==> config.mk <==
export PLATFORM = sky130hd
export DESIGN_NAME = terminal_key_decoder_cursor_unit
export DESIGN_NICKNAME = d
export VERILOG_FILES = /design/src/rtl/tkd_pkg.sv /design/src/rtl/tkd_front.sv /design/src/rtl/tkd_queue.sv /design/src/rtl/tkd_back.sv /design/src/rtl/terminal_key_decoder_cursor_unit.sv
export VERILOG_INCLUDE_DIRS = /design/src /design/src/rtl
export SDC_FILE = /design/constraint.sdc
export NUM_CORES = 1
export LEC_CHECK = 0
export BUFFER_PORTS_ARGS = -buffer_cell sky130_fd_sc_hd__buf_2
export CAP_MARGIN = 5
export CELL_PAD_IN_SITES_DETAIL_PLACEMENT = 1
export CELL_PAD_IN_SITES_GLOBAL_PLACEMENT = 1
export CORE_ASPECT_RATIO = 0.9
export CORE_UTILIZATION = 48
export CTS_CLUSTER_DIAMETER = 60
export DETAILED_ROUTE_END_ITERATION = 6
export GPL_TIMING_DRIVEN = 0
export PLACE_DENSITY = 0.82
export RECOVER_POWER = 25
export SLEW_MARGIN = 20
export SYNTH_ARGS = -nofsm -noshare
export SYNTH_HDL_FRONTEND = slang
export SYNTH_HIERARCHICAL = 1
export SYNTH_SLANG_ARGS = --single-unit
==> constraint.sdc <==
create_clock -name clk_i -period 5.9 [get_ports clk_i]
set_input_delay 1.18 -clock clk_i [delete_from_list [all_inputs] [get_ports clk_i]]
set_output_delay 1.18 -clock clk_i [all_outputs]
set_load 0.02 [all_outputs]
==> src/rtl/assert_macros.svh <==
// assertion macros for the rtl files, used by the top level
// expects clk_i and rst_ni in the scope of use
`ifndef ASSERT_MACROS_SVH
`define ASSERT_MACROS_SVH

// checked on every rising edge, off while reset is held
`define ASSERT_CLK(label, prop, msg) \
  label: assert property (@(posedge clk_i) disable iff (!rst_ni) (prop)) else $error(msg);

// implication form of the above
`define ASSERT_IMPLY(label, cond, prop, msg) \
  `ASSERT_CLK(label, (cond) |-> (prop), msg)

`endif

==> src/rtl/tkd_pkg.sv <==
// shared types and constants for the terminal key decoder
// no dependencies
`timescale 1ns / 1ps
`default_nettype none

package tkd_pkg;

  localparam int unsigned KeyW   = 9;
  localparam int unsigned ByteW  = 8;
  localparam int unsigned PosW   = 16;
  localparam int unsigned CmdW   = 2;
  localparam int unsigned OutW   = KeyW + 2 * PosW;
  localparam int unsigned OutBytesW = ((OutW + 7) / 8) * 8;
  localparam int unsigned QDepth = 2;

  typedef logic [KeyW-1:0]  key_t;
  typedef logic [ByteW-1:0] byte_t;
  typedef logic [PosW-1:0]  pos_t;

  localparam byte_t ChEsc      = 8'h1b;
  localparam byte_t ChLBracket = 8'h5b;
  localparam byte_t ChUpperO   = 8'h4f;
  localparam byte_t ChTilde    = 8'h7e;
  localparam byte_t CtrlMask   = 8'h1f;
  localparam byte_t ChCtrlX    = 8'h78 & CtrlMask;
  localparam byte_t ChCtrlC    = 8'h63 & CtrlMask;

  localparam key_t KeyEsc    = {1'b0, ChEsc};
  localparam key_t KeyLeft   = 9'd256;
  localparam key_t KeyRight  = 9'd257;
  localparam key_t KeyUp     = 9'd258;
  localparam key_t KeyDown   = 9'd259;
  localparam key_t KeyDelete = 9'd260;
  localparam key_t KeyHome   = 9'd261;
  localparam key_t KeyEnd    = 9'd262;
  localparam key_t KeyPgUp   = 9'd263;
  localparam key_t KeyPgDn   = 9'd264;

  localparam logic RegColumns = 1'b0;
  localparam logic RegRows    = 1'b1;

  typedef enum logic [1:0] {
    PH_IDLE  = 2'd0,
    PH_ESC   = 2'd1,
    PH_FIRST = 2'd2,
    PH_DIGIT = 2'd3
  } phase_e;

  typedef enum logic [CmdW-1:0] {
    CMD_NONE   = 2'd0,
    CMD_QUIT   = 2'd1,
    CMD_REDRAW = 2'd2
  } command_e;

  typedef struct packed {
    logic full;
    logic empty;
  } q_status_t;

  function automatic key_t letter_key(input byte_t b);
    key_t k;
    unique case (b)
      8'h41:   k = KeyUp;
      8'h42:   k = KeyDown;
      8'h43:   k = KeyRight;
      8'h44:   k = KeyLeft;
      8'h48:   k = KeyHome;
      8'h46:   k = KeyEnd;
      default: k = KeyEsc;
    endcase
    return k;
  endfunction

  function automatic key_t digit_key(input byte_t d);
    key_t k;
    unique case (d)
      8'h31, 8'h37: k = KeyHome;
      8'h33:        k = KeyDelete;
      8'h34, 8'h38: k = KeyEnd;
      8'h35:        k = KeyPgUp;
      8'h36:        k = KeyPgDn;
      default:      k = KeyEsc;
    endcase
    return k;
  endfunction

endpackage

`default_nettype wire

==> src/rtl/tkd_front.sv <==
// escape sequence parser: turns bytes and timeouts into key codes
// depends on tkd_pkg
`timescale 1ns / 1ps
`default_nettype none

module tkd_front import tkd_pkg::*; (
  input  wire logic  clk_i,
  input  wire logic  rst_ni,
  input  wire logic  in_valid_i,
  input  wire logic  in_timeout_i,
  input  wire byte_t in_byte_i,
  output logic       in_ready_o,
  input  wire logic  q_full_i,
  output logic       push_o,
  output key_t       push_key_o
);

  phase_e phase_q, phase_d;
  byte_t  first_q, first_d;
  byte_t  second_q, second_d;
  logic   accept;
  logic   is_digit;
  logic   bracket;

  assign in_ready_o = !q_full_i;
  assign accept     = in_valid_i && !q_full_i;
  assign is_digit   = (in_byte_i >= 8'h30) && (in_byte_i <= 8'h39);
  assign bracket    = (first_q == ChLBracket) || (first_q == ChUpperO);

  always_ff @(posedge clk_i or negedge rst_ni) begin
    if (!rst_ni) begin
      phase_q  <= PH_IDLE;
      first_q  <= '0;
      second_q <= '0;
    end else begin
      phase_q  <= phase_d;
      first_q  <= first_d;
      second_q <= second_d;
    end
  end

  always_comb begin
    phase_d    = phase_q;
    first_d    = first_q;
    second_d   = second_q;
    push_o     = 1'b0;
    push_key_o = KeyEsc;
    if (accept) begin
      unique case (phase_q)
        PH_IDLE: begin
          if (!in_timeout_i) begin
            if (in_byte_i == ChEsc) begin
              phase_d = PH_ESC;
            end else begin
              push_o     = 1'b1;
              push_key_o = {1'b0, in_byte_i};
            end
          end
        end
        PH_ESC: begin
          if (in_timeout_i) begin
            phase_d = PH_IDLE;
            push_o  = 1'b1;
          end else begin
            first_d = in_byte_i;
            phase_d = PH_FIRST;
          end
        end
        PH_FIRST: begin
          if (in_timeout_i) begin
            phase_d = PH_IDLE;
            push_o  = 1'b1;
          end else begin
            second_d = in_byte_i;
            if (is_digit) begin
              phase_d = PH_DIGIT;
            end else begin
              phase_d    = PH_IDLE;
              push_o     = 1'b1;
              push_key_o = bracket ? letter_key(in_byte_i) : KeyEsc;
            end
          end
        end
        PH_DIGIT: begin
          phase_d = PH_IDLE;
          push_o  = 1'b1;
          if (!in_timeout_i && (in_byte_i == ChTilde)) begin
            push_key_o = digit_key(second_q);
          end
        end
        default: begin
          phase_d = PH_IDLE;
        end
      endcase
    end
  end

endmodule

`default_nettype wire

==> src/rtl/tkd_queue.sv <==
// two-entry key queue between parser and cursor unit
// depends on tkd_pkg
`timescale 1ns / 1ps
`default_nettype none

module tkd_queue import tkd_pkg::*; (
  input  wire logic clk_i,
  input  wire logic rst_ni,
  input  wire logic push_i,
  input  wire key_t push_key_i,
  input  wire logic pop_i,
  output key_t      pop_key_o,
  output q_status_t status_o
);

  localparam int unsigned PtrW = $clog2(QDepth);
  localparam int unsigned CntW = $clog2(QDepth + 1);

  key_t            mem_q [QDepth];
  logic [PtrW-1:0] wr_ptr_q, rd_ptr_q;
  logic [CntW-1:0] count_q;

  assign status_o.full  = (count_q == CntW'(QDepth));
  assign status_o.empty = (count_q == '0);
  assign pop_key_o      = mem_q[rd_ptr_q];

  always_ff @(posedge clk_i) begin
    if (push_i) begin
      mem_q[wr_ptr_q] <= push_key_i;
    end
  end

  always_ff @(posedge clk_i or negedge rst_ni) begin
    if (!rst_ni) begin
      wr_ptr_q <= '0;
      rd_ptr_q <= '0;
      count_q  <= '0;
    end else begin
      if (push_i) begin
        wr_ptr_q <= (wr_ptr_q == PtrW'(QDepth - 1)) ? '0 : wr_ptr_q + 1'b1;
      end
      if (pop_i) begin
        rd_ptr_q <= (rd_ptr_q == PtrW'(QDepth - 1)) ? '0 : rd_ptr_q + 1'b1;
      end
      if (push_i && !pop_i) begin
        count_q <= count_q + 1'b1;
      end else if (pop_i && !push_i) begin
        count_q <= count_q - 1'b1;
      end
    end
  end

endmodule

`default_nettype wire

==> src/rtl/tkd_back.sv <==
// cursor tracker, command flags, screen size registers and output register
// depends on tkd_pkg
`timescale 1ns / 1ps
`default_nettype none

module tkd_back import tkd_pkg::*; (
  input  wire logic          clk_i,
  input  wire logic          rst_ni,
  input  wire logic          cfg_valid_i,
  output logic               cfg_ready_o,
  input  wire logic          cfg_index_i,
  input  wire pos_t          cfg_data_i,
  input  wire logic          q_empty_i,
  input  wire key_t          q_key_i,
  output logic               pop_o,
  output logic               out_valid_o,
  input  wire logic          out_ready_i,
  output logic [OutBytesW-1:0] out_data_o,
  output command_e           out_cmd_o
);

  pos_t     cols_q, rows_q;
  pos_t     x_q, x_d, y_q, y_d;
  pos_t     xmax, ymax;
  logic     valid_q;
  logic [OutBytesW-1:0] data_q;
  command_e cmd_q, cmd_d;

  assign cfg_ready_o = 1'b1;
  assign pop_o       = !q_empty_i && (!valid_q || out_ready_i);
  assign out_valid_o = valid_q;
  assign out_data_o  = data_q;
  assign out_cmd_o   = cmd_q;

  assign xmax = (cols_q == '0) ? '0 : cols_q - 1'b1;
  assign ymax = (rows_q == '0) ? '0 : rows_q - 1'b1;

  always_comb begin
    x_d = x_q;
    y_d = y_q;
    unique case (q_key_i)
      KeyLeft:  if (x_q != '0) x_d = x_q - 1'b1;
      KeyRight: if (x_q < xmax) x_d = x_q + 1'b1;
      KeyUp:    if (y_q != '0) y_d = y_q - 1'b1;
      KeyDown:  if (y_q < ymax) y_d = y_q + 1'b1;
      KeyHome:  x_d = '0;
      KeyEnd:   x_d = xmax;
      KeyPgUp:  y_d = '0;
      KeyPgDn:  y_d = ymax;
      default:  ;
    endcase
    priority if (q_key_i == {1'b0, ChCtrlX}) begin
      cmd_d = CMD_QUIT;
    end else if (q_key_i == {1'b0, ChCtrlC}) begin
      cmd_d = CMD_REDRAW;
    end else begin
      cmd_d = CMD_NONE;
    end
  end

  always_ff @(posedge clk_i or negedge rst_ni) begin
    if (!rst_ni) begin
      cols_q  <= 16'd80;
      rows_q  <= 16'd24;
      x_q     <= '0;
      y_q     <= '0;
      valid_q <= 1'b0;
    end else begin
      if (cfg_valid_i) begin
        unique case (cfg_index_i)
          RegColumns: cols_q <= cfg_data_i;
          RegRows:    rows_q <= cfg_data_i;
          default:    ;
        endcase
      end
      if (pop_o) begin
        x_q     <= x_d;
        y_q     <= y_d;
        valid_q <= 1'b1;
      end else if (out_ready_i) begin
        valid_q <= 1'b0;
      end
    end
  end

  always_ff @(posedge clk_i) begin
    if (pop_o) begin
      data_q <= OutBytesW'({y_d, x_d, q_key_i});
      cmd_q  <= cmd_d;
    end
  end

endmodule

`default_nettype wire

==> src/rtl/terminal_key_decoder_cursor_unit.sv <==
// top level of the terminal key decoder with cursor tracking
// depends on tkd_pkg, tkd_front, tkd_queue, tkd_back and assert_macros.svh
`timescale 1ns / 1ps
`default_nettype none

// Takes one terminal byte or timeout request per cycle on the slave stream while the
// key queue is not full, and returns decoded keys with the updated cursor on the master
// stream. A completed key goes into the key queue and from there into the output
// register; bytes that only extend an escape sequence and idle timeouts give no result.
// The parser and the cursor unit are parted by a two-entry queue, so one request per
// cycle is sustained while the output is taken each cycle. Screen size is written
// through the cfg port (index 0 columns, 1 rows); the user must write it only while
// the block is idle, and the block itself does not enforce this.

`include "assert_macros.svh"

module terminal_key_decoder_cursor_unit import tkd_pkg::*; (
  input  wire logic                 clk_i,
  input  wire logic                 rst_ni,
  input  wire logic                 s_axis_tvalid,
  output logic                      s_axis_tready,
  input  wire logic [ByteW-1:0]     s_axis_tdata,  // byte_value
  input  wire logic                 s_axis_tuser,  // action
  output logic                      m_axis_tvalid,
  input  wire logic                 m_axis_tready,
  output logic [OutBytesW-1:0]      m_axis_tdata,  // key_code, cursor_column, cursor_row, zero
  output logic [CmdW-1:0]           m_axis_tuser,  // command
  input  wire logic                 cfg_valid_i,
  output logic                      cfg_ready_o,
  input  wire logic                 cfg_index_i,
  input  wire logic [PosW-1:0]      cfg_data_i
);

  logic      push, pop;
  key_t      push_key, pop_key;
  q_status_t q_status;
  command_e  out_cmd;

  tkd_front u_front (
    .clk_i        (clk_i),
    .rst_ni       (rst_ni),
    .in_valid_i   (s_axis_tvalid),
    .in_timeout_i (s_axis_tuser),
    .in_byte_i    (s_axis_tdata),
    .in_ready_o   (s_axis_tready),
    .q_full_i     (q_status.full),
    .push_o       (push),
    .push_key_o   (push_key)
  );

  tkd_queue u_queue (
    .clk_i      (clk_i),
    .rst_ni     (rst_ni),
    .push_i     (push),
    .push_key_i (push_key),
    .pop_i      (pop),
    .pop_key_o  (pop_key),
    .status_o   (q_status)
  );

  tkd_back u_back (
    .clk_i       (clk_i),
    .rst_ni      (rst_ni),
    .cfg_valid_i (cfg_valid_i),
    .cfg_ready_o (cfg_ready_o),
    .cfg_index_i (cfg_index_i),
    .cfg_data_i  (cfg_data_i),
    .q_empty_i   (q_status.empty),
    .q_key_i     (pop_key),
    .pop_o       (pop),
    .out_valid_o (m_axis_tvalid),
    .out_ready_i (m_axis_tready),
    .out_data_o  (m_axis_tdata),
    .out_cmd_o   (out_cmd)
  );

  assign m_axis_tuser = out_cmd;

  `ASSERT_IMPLY(a_push_not_full, push, !q_status.full, "push into full queue")
  `ASSERT_IMPLY(a_pop_not_empty, pop, !q_status.empty, "pop from empty queue")
  `ASSERT_CLK(a_valid_from_pop, $rose(m_axis_tvalid) |-> $past(pop), "result without pop")

endmodule

`default_nettype wire

* Word-level counts from Yosys, hierarchy flattened *
Memory sizes are Yosys's and may differ from the RTL's.
Index checks and enable logic that the tools add are counted.

cells by class
  add/sub/neg operators = 10
  reduce and logical (&&, ||, !) cells = 29
  multiplexer cells = 40
  order comparisons = 4
  equal/unequal tests = 33
  bitwise operators = 2

operator list
  cell                                                                                  count
  16-bit one-hot mux with 4 select lines                                                2
  16-bit two-way mux                                                                    6
  8-bit by 7-bit equality test with 1-bit output (second input constant)                9
  9-bit equality test (second input constant)                                           8
  16-bit by 1-bit subtractor with 16-bit output (second input constant)                 4
  8-bit by 6-bit equality test with 1-bit output (second input constant)                7
  9-bit two-way mux                                                                     6
  9-bit one-hot mux with 6 select lines                                                 1
  9-bit one-hot mux with 5 select lines                                                 1
  16-bit by 1-bit adder with 16-bit output (second input constant)                      2
  16-bit zero test                                                                      2
  16-bit < comparator                                                                   2
  16-bit nonzero test                                                                   2
  9-bit one-hot mux with 3 select lines                                                 1
  2-bit two-way mux                                                                     8
  1-bit two-way mux                                                                     12
  9-bit by 2-bit equality test with 1-bit output (second input constant)                1
  9-bit by 5-bit equality test with 1-bit output (second input constant)                1
  3-bit AND reduction                                                                   3
  8-bit by 5-bit equality test with 1-bit output (second input constant)                1
  8-bit by 6-bit greater-or-equal comparator with 1-bit output (second input constant)  1
  8-bit by 6-bit <= comparator with 1-bit output (second input constant)                1
  8-bit two-way mux                                                                     1
  2-bit one-hot mux with 4 select lines                                                 1
  other kinds (16)                                                                      35

storage, ports and cells
  register bits after elaboration = 130
  output and inout bits = 53
  logic and storage cells = 132
  bits in writable memories = 18
  memories kept = 1

memories
  name           depth  width  rd ports  clocked after Yosys merged registers in  write ports  line             source
  u_queue.mem_q  2      9      1         0                                        1            tkd_queue.sv:19  key_t mem_q [QDepth];

* Depth between registers and ports, before layout *
  depth in word-level cells = 10
  mapped depth = 17
  depth with buffers taken out = 15

* Cells and area by module *
Netlist, hierarchy kept.

modules (own cells, without submodules)
  module     sequential area each (µm²)  area each (µm²)  instances  cells an instance
  tkd_back   2,922.8                     8,035.2          1          887
  tkd_front  450.4                       1,246.2          1          130
  tkd_queue  640.6                       842.1            1          44

* Worst setup path after synthesis *
No wires, ideal clock.

  kind = reg-to-reg
  start = register u_back.cols_q[5]
  end = register u_back.data_q[13] (netlist: u_back/out_data_o[13]) (data pin)
  setup slack = 1,595 ps
  arrival = 4,033 ps
  library setup time = 272 ps
  cell stages (with the launch flop) = 16
  path buffers = 2
  cells stage by stage = dfrtp_1 or4_1 buf_2 nor3_1 nand2b_1 nor4_1 xnor2_1 or2_2 ha_1 and4_1 a221oi_1 o211ai_2 buf_4 o21a_1 a2111oi_0 a21oi_1

between the ends
  longest elaborated chain between the ends = 5

RTL lines
  element                                                                                   line            source
  start: declaration                                                                        tkd_back.sv:22  pos_t cols_q, rows_q;
  start signal: assignment                                                                  tkd_back.sv:71  RegColumns: cols_q <= cfg_data_i;
  16-bit by 1-bit subtractor with 16-bit output / 16-bit zero test (equally long branches)  tkd_back.sv:35  assign xmax = (cols_q == '0) ? '0 : cols_q - 1'b1;
  16-bit two-way mux *                                                                      tkd_back.sv:35
  16-bit < comparator                                                                       tkd_back.sv:43  KeyRight: if (x_q < xmax) x_d = x_q + 1'b1;
  16-bit two-way mux                                                                        tkd_back.sv:43
  16-bit one-hot mux with 4 select lines *                                                  tkd_back.sv:41  unique case (q_key_i)
  named net u_back.x_d[4]                                                                   tkd_back.sv:23  pos_t x_q, x_d, y_q, y_d;
  end signal: assignment                                                                    tkd_back.sv:88  data_q <= OutBytesW'({y_d, x_d, q_key_i});
  end: declaration                                                                          tkd_back.sv:26  logic [OutBytesW-1:0] data_q;

The timed path passes the listed nets; every way through them passes the cells marked *.
A chain may end at the register's enable or synchronous reset.

* Worst setup path after layout *
  start = register u_back.rows_q[0]
  end = register u_back.data_q[38] (netlist: u_back/out_data_o[38]) (data pin)

between the ends
  longest elaborated chain between the ends = 5

RTL lines
  element                                                                                   line            source
  start: declaration                                                                        tkd_back.sv:22
  start signal: assignment                                                                  tkd_back.sv:72  RegRows: rows_q <= cfg_data_i;
  16-bit by 1-bit subtractor with 16-bit output / 16-bit zero test (equally long branches)  tkd_back.sv:36  assign ymax = (rows_q == '0) ? '0 : rows_q - 1'b1;
  16-bit two-way mux *                                                                      tkd_back.sv:36
  16-bit < comparator                                                                       tkd_back.sv:45  KeyDown: if (y_q < ymax) y_d = y_q + 1'b1;
  16-bit two-way mux                                                                        tkd_back.sv:45
  16-bit one-hot mux with 4 select lines *                                                  tkd_back.sv:41
  named net u_back.y_d[13]                                                                  tkd_back.sv:23

Marks and branches as above.

==> out/qor.json <==
{
  "cts_made_buffers": {"value": 17},
  "cts_root_buffer": {"value": "sky130_fd_sc_hd__clkbuf_16"},
  "final_period_minus_worst_setup_slack": {"value": 5138, "unit": "ps"},
  "ctsHoldBuffers": {"value": 0},
  "hold_viol": {"value": 0},
  "clock_sink_count": {"value": 148},
  "failed_checks": {"value": "max-capacitance violations, max-slew violations"},
  "max-cap-violations": {"value": 1},
  "synth_edf_count": {"value": 61},
  "place_inst": {"value": 1429},
  "reg2reg_from": {"value": "u_back/rows_q[0]"},
  "std_cell_rows": {"value": 50},
  "maximum_number_of_pins_on_one_net_before_global_route_repair": {"value": 63},
  "hold_path.startpoint": {"value": "u_queue/wr_ptr_q"},
  "routed_wl": {"value": 32350, "unit": "um"},
  "nNetsFinal": {"value": 1230},
  "timing.critical_path.from_type": {"value": "flip-flop"},
  "clock_tree.buffer_depth": {"value": 2},
  "vias_in_the_first_global_route": {"value": 9259},
  "mappedNetlistArea": {"value": 10120, "unit": "sq um"},
  "synthesis.instances": {"value": 1061},
  "die_w": {"value": 155.1, "unit": "um"},
  "outcome": {"value": "complete, but fails checks"},
  "drt_first_pass_iters": {"value": 6},
  "post_cts_resized": {"value": 0},
  "synth.ff_latch_count": {"value": 148},
  "final_ant_viol_nets": {"value": 0},
  "cts.htree.levels": {"value": 4},
  "fmaxAchievable": {"value": 0.1946, "unit": "GHz"},
  "syn2layout_area_growth": {"value": 13.62, "unit": "%"},
  "p_per_area": {"value": 365.2, "unit": "nW/um^2"},
  "cts_tree": {"value": "built"},
  "post_route_cells_drive_above_1_share": {"value": 18.64, "unit": "%"},
  "max_slew.worst_pin.slew": {"value": 1757, "unit": "ps"},
  "grt-ovfl-total": {"value": 0},
  "path_type_of_the_worst_setup_path": {"value": "flip-flop to flip-flop"},
  "ys_dominant_reg_cell": {"value": "sky130_fd_sc_hd__dfrtp_1"},
  "placement.setup.worst_slack": {"value": 856.7, "unit": "ps"},
  "floorplan.io_pins": {"value": 84},
  "final.setup_skew": {"value": 18.46, "unit": "ps"},
  "timing.critical_path.arrival": {"value": 5340, "unit": "ps"},
  "final_cells": {"value": 1461},
  "post-cts-setup-buffer-count": {"value": 0},
  "setup-violations-final": {"value": 0},
  "synth.top_cell.area_share": {"value": 20.52, "unit": "%"},
  "yosys_warnings": {"value": 6},
  "power_leakage": {"value": 4.600, "unit": "nW"},
  "asyncSetResetFlopFracSynth": {"value": 58.78, "unit": "%"},
  "fin_crit_sh": {"value": 87.09, "unit": "%"},
  "critical-path-max-stage-delay": {"value": 640, "unit": "ps"},
  "synth_cell_type_count": {"value": 96},
  "timing.max_slew.rel_slack": {"value": -17.11, "unit": "%"},
  "via_count": {"value": 9228},
  "drt_iter0_markers": {"value": 867},
  "grt_usage": {"value": 30.82, "unit": "%"},
  "grt_setup_unrepaired": {"value": "no"},
  "leading_post_synthesis_cells_by_cell_area": {"value": "sky130_fd_sc_hd__dfrtp_1, sky130_fd_sc_hd__edfxtp_1, sky130_fd_sc_hd__mux2_2"},
  "dp_hpwl": {"value": 23240, "unit": "um"},
  "post-route-worst-setup-slack": {"value": 761.7, "unit": "ps"},
  "design.die.area": {"value": 21680, "unit": "sq um"},
  "endpoint_kind": {"value": "flip-flop"},
  "total_power_of_the_final_layout": {"value": 4.200, "unit": "mW"},
  "die_h": {"value": 139.8, "unit": "um"},
  "clk_latency": {"value": 440, "unit": "ps"},
  "ir_drop": {"value": 0.1987, "unit": "mV"},
  "cp.required": {"value": 6100, "unit": "ps"},
  "finalWeightedCongestion": {"value": 0.9432},
  "timing.critical_path.slowest_stage_cell": {"value": "sky130_fd_sc_hd__or4_4"},
  "ys_seq_area_share": {"value": 39.65, "unit": "%"},
  "clkSlewWorstSetupHoldPaths": {"value": 70, "unit": "ps"},
  "first_pass_grt_wire_length": {"value": 51660, "unit": "um"},
  "antenna_found_initial": {"value": 0},
  "largest_fanout_on_the_critical_path": {"value": 10},
  "nFillCells": {"value": 2393},
  "setup-tns-final": {"value": 0, "unit": "ps"},
  "slew_viol_final": {"value": 26},
  "cp_cell_instances": {"value": "inv_1 -> ha_1 -> or3b_2 -> clkbuf_1 -> or4_4 -> buf_2 -> nand2_1 -> ha_1 -> a21o_1 -> a21o_1 -> a221o_1 -> nor3_2 -> nand3_1 -> o211a_1 -> a211o_1"},
  "antenna_cells_inserted": {"value": 0},
  "wire_per_inst": {"value": 22.14, "unit": "um"},
  "worstSetupStartpoint": {"value": "u_back/rows_q[0]"},
  "drcViolationCount": {"value": 0},
  "postSynthAreaPerCell": {"value": 9.541, "unit": "sq um"},
  "placement.io_buffers": {"value": 74},
  "post_drt_via_cell_ratio": {"value": 6.316},
  "coreArea": {"value": 20710, "unit": "sq um"},
  "initial_core_util": {"value": 48.89, "unit": "%"},
  "min_path_type": {"value": "flip-flop to flip-flop"},
  "area_leader_netlist": {"value": "sky130_fd_sc_hd__dfrtp_1"}
}
## layer usage
layer | wire, um | track usage, %
met5 | 0 | 0
met4 | 531 | 8.702
met3 | 1850 | 4.516
met2 | 15490 | 50.85
met1 | 14480 | 42.02
## layout by cell type (no fill, tap or decap), types with 9 or more instances in the layout
cell type,count
sky130_fd_sc_hd__nor4_1,13
sky130_fd_sc_hd__o21ai_0,50
sky130_fd_sc_hd__buf_2,80
sky130_fd_sc_hd__buf_4,10
sky130_fd_sc_hd__xnor2_1,23
sky130_fd_sc_hd__nor3_1,40
sky130_fd_sc_hd__xor2_1,24
sky130_fd_sc_hd__or2_2,12
sky130_fd_sc_hd__nand2_1,94
sky130_fd_sc_hd__a21o_1,9
sky130_fd_sc_hd__clkbuf_1,52
sky130_fd_sc_hd__o31ai_1,10
sky130_fd_sc_hd__ha_1,37
sky130_fd_sc_hd__a21oi_1,38
sky130_fd_sc_hd__dfrtp_1,83
sky130_fd_sc_hd__mux2_2,51
sky130_fd_sc_hd__o211ai_1,12
sky130_fd_sc_hd__nand2b_1,10
sky130_fd_sc_hd__nor3b_1,13
sky130_fd_sc_hd__nand4_1,12
sky130_fd_sc_hd__a31oi_1,14
sky130_fd_sc_hd__nand3_1,28
sky130_fd_sc_hd__a22o_1,9
sky130_fd_sc_hd__and3_1,20
sky130_fd_sc_hd__edfxtp_1,61
sky130_fd_sc_hd__nor2b_1,9
sky130_fd_sc_hd__clkbuf_16,17
sky130_fd_sc_hd__or4_1,18
sky130_fd_sc_hd__nor2_1,70
sky130_fd_sc_hd__inv_1,30
sky130_fd_sc_hd__o21ai_1,14
## final timing paths
kind | slack [ps] | endpoint | depth (start not counted)
worst max-delay path | 760 | u_back/out_data_o[38] | 15
worst min-delay path | 490 | u_queue/wr_ptr_q | 1
worst max register to register | 760 | u_back/out_data_o[38] | 15
worst min register to register | 490 | u_queue/wr_ptr_q | 1
max in group asynchronous | 3610 | u_front/phase_q[0] | 2
min in group asynchronous | 1200 | u_back/cols_q[7] | 1
## critical path, delay by kind of cell (launching register included)
kind	cells	cell delay (ps)
AND/OR/NAND/NOR	5	2150
flip-flops	1	440
adder cells (fa/ha/maj)	2	460
buffers and inverters	3	610
AO/OA/AOI/OAI	5	1240
## cell families (layout without fill, tap and decap cells)
kind of cell / after synthesis / in the layout / share of synthesized area [%]
buffers and inverters: 100 / 208 / 4.313
AND/OR/NAND/NOR: 399 / 399 / 21.68
other: 2 / 8 / 0.07418
AO/OA/AOI/OAI: 266 / 266 / 18.79
adder cells (fa/ha/maj): 37 / 37 / 4.573
multiplexers: 62 / 62 / 6.860
XOR/XNOR: 47 / 47 / 4.066
flip-flops: 148 / 148 / 39.65
## metrics by stage
step / instance area (sq um) / hold slack, ps / util, %
after floorplan: 10150 / 455.5 / -
after global placement: 10870 / 472.7 / 52.51
after detailed placement: 10940 / 475.2 / 52.82
after CTS: 11510 / 488.7 / 55.59
after global routing: 11500 / 515.3 / 55.55
final: 11500 / 494.4 / 55.55
## where the power goes
group / internal [mW] / leakage [nW] / switching (mW) / total [mW]
sequential: 1.35 / 1.63 / 0.194 / 1.55
combinational: 0.543 / 2.70 / 1.01 / 1.56
clock: 0.592 / 0.270 / 0.502 / 1.09
## Yosys cell counts, types with 9 or more instances
cell,n
sky130_fd_sc_hd__a21o_1,9
sky130_fd_sc_hd__a21oi_1,38
sky130_fd_sc_hd__a22o_1,9
sky130_fd_sc_hd__a31oi_1,14
sky130_fd_sc_hd__and3_1,20
sky130_fd_sc_hd__buf_4,10
sky130_fd_sc_hd__clkbuf_1,50
sky130_fd_sc_hd__dfrtp_1,83
sky130_fd_sc_hd__edfxtp_1,61
sky130_fd_sc_hd__ha_1,37
sky130_fd_sc_hd__inv_1,30
sky130_fd_sc_hd__mux2_2,59
sky130_fd_sc_hd__nand2_1,94
sky130_fd_sc_hd__nand2b_1,10
sky130_fd_sc_hd__nand3_1,28
sky130_fd_sc_hd__nand4_1,12
sky130_fd_sc_hd__nor2_1,70
sky130_fd_sc_hd__nor2b_1,9
sky130_fd_sc_hd__nor3_1,40
sky130_fd_sc_hd__nor3b_1,14
sky130_fd_sc_hd__nor4_1,14
sky130_fd_sc_hd__o211ai_1,12
sky130_fd_sc_hd__o21ai_0,50
sky130_fd_sc_hd__o21ai_1,14
sky130_fd_sc_hd__o31ai_1,10
sky130_fd_sc_hd__or2_2,12
sky130_fd_sc_hd__or4_1,18
sky130_fd_sc_hd__xnor2_1,23
sky130_fd_sc_hd__xor2_1,24
## cell type report
class,count,area (sq um),share of cell area [%]
Tap cell,286,357.8,3.111
Clock inverter,14,145.1,1.262
Multi-Input combinational cell,819,5707,49.61
Buffer,70,320.3,2.785
Clock buffer,18,429.2,3.731
Inverter,30,112.6,0.9790
Sequential cell,148,4014,34.90
Timing Repair Buffer,76,416.7,3.622
## registers in the layout (all words and copies together) (netlist names)
| signal | count |
|---|---|
| u_back/x_q | 16 |
| u_queue/mem_q | 18 |
| u_queue/wr_ptr_q | 1 |
| u_back/out_cmd_o | 2 |
| u_queue/rd_ptr_q | 1 |
| u_back/out_data_o | 41 |
| u_back/rows_q | 16 |
| u_back/out_valid_o | 1 |
| u_back/cols_q | 16 |
| u_front/second_q | 8 |
| u_back/y_q | 16 |
| u_front/phase_q | 2 |
| u_front/first_q | 8 |
| u_queue/count_q | 2 |
Power figures use the tool's default switching activity.
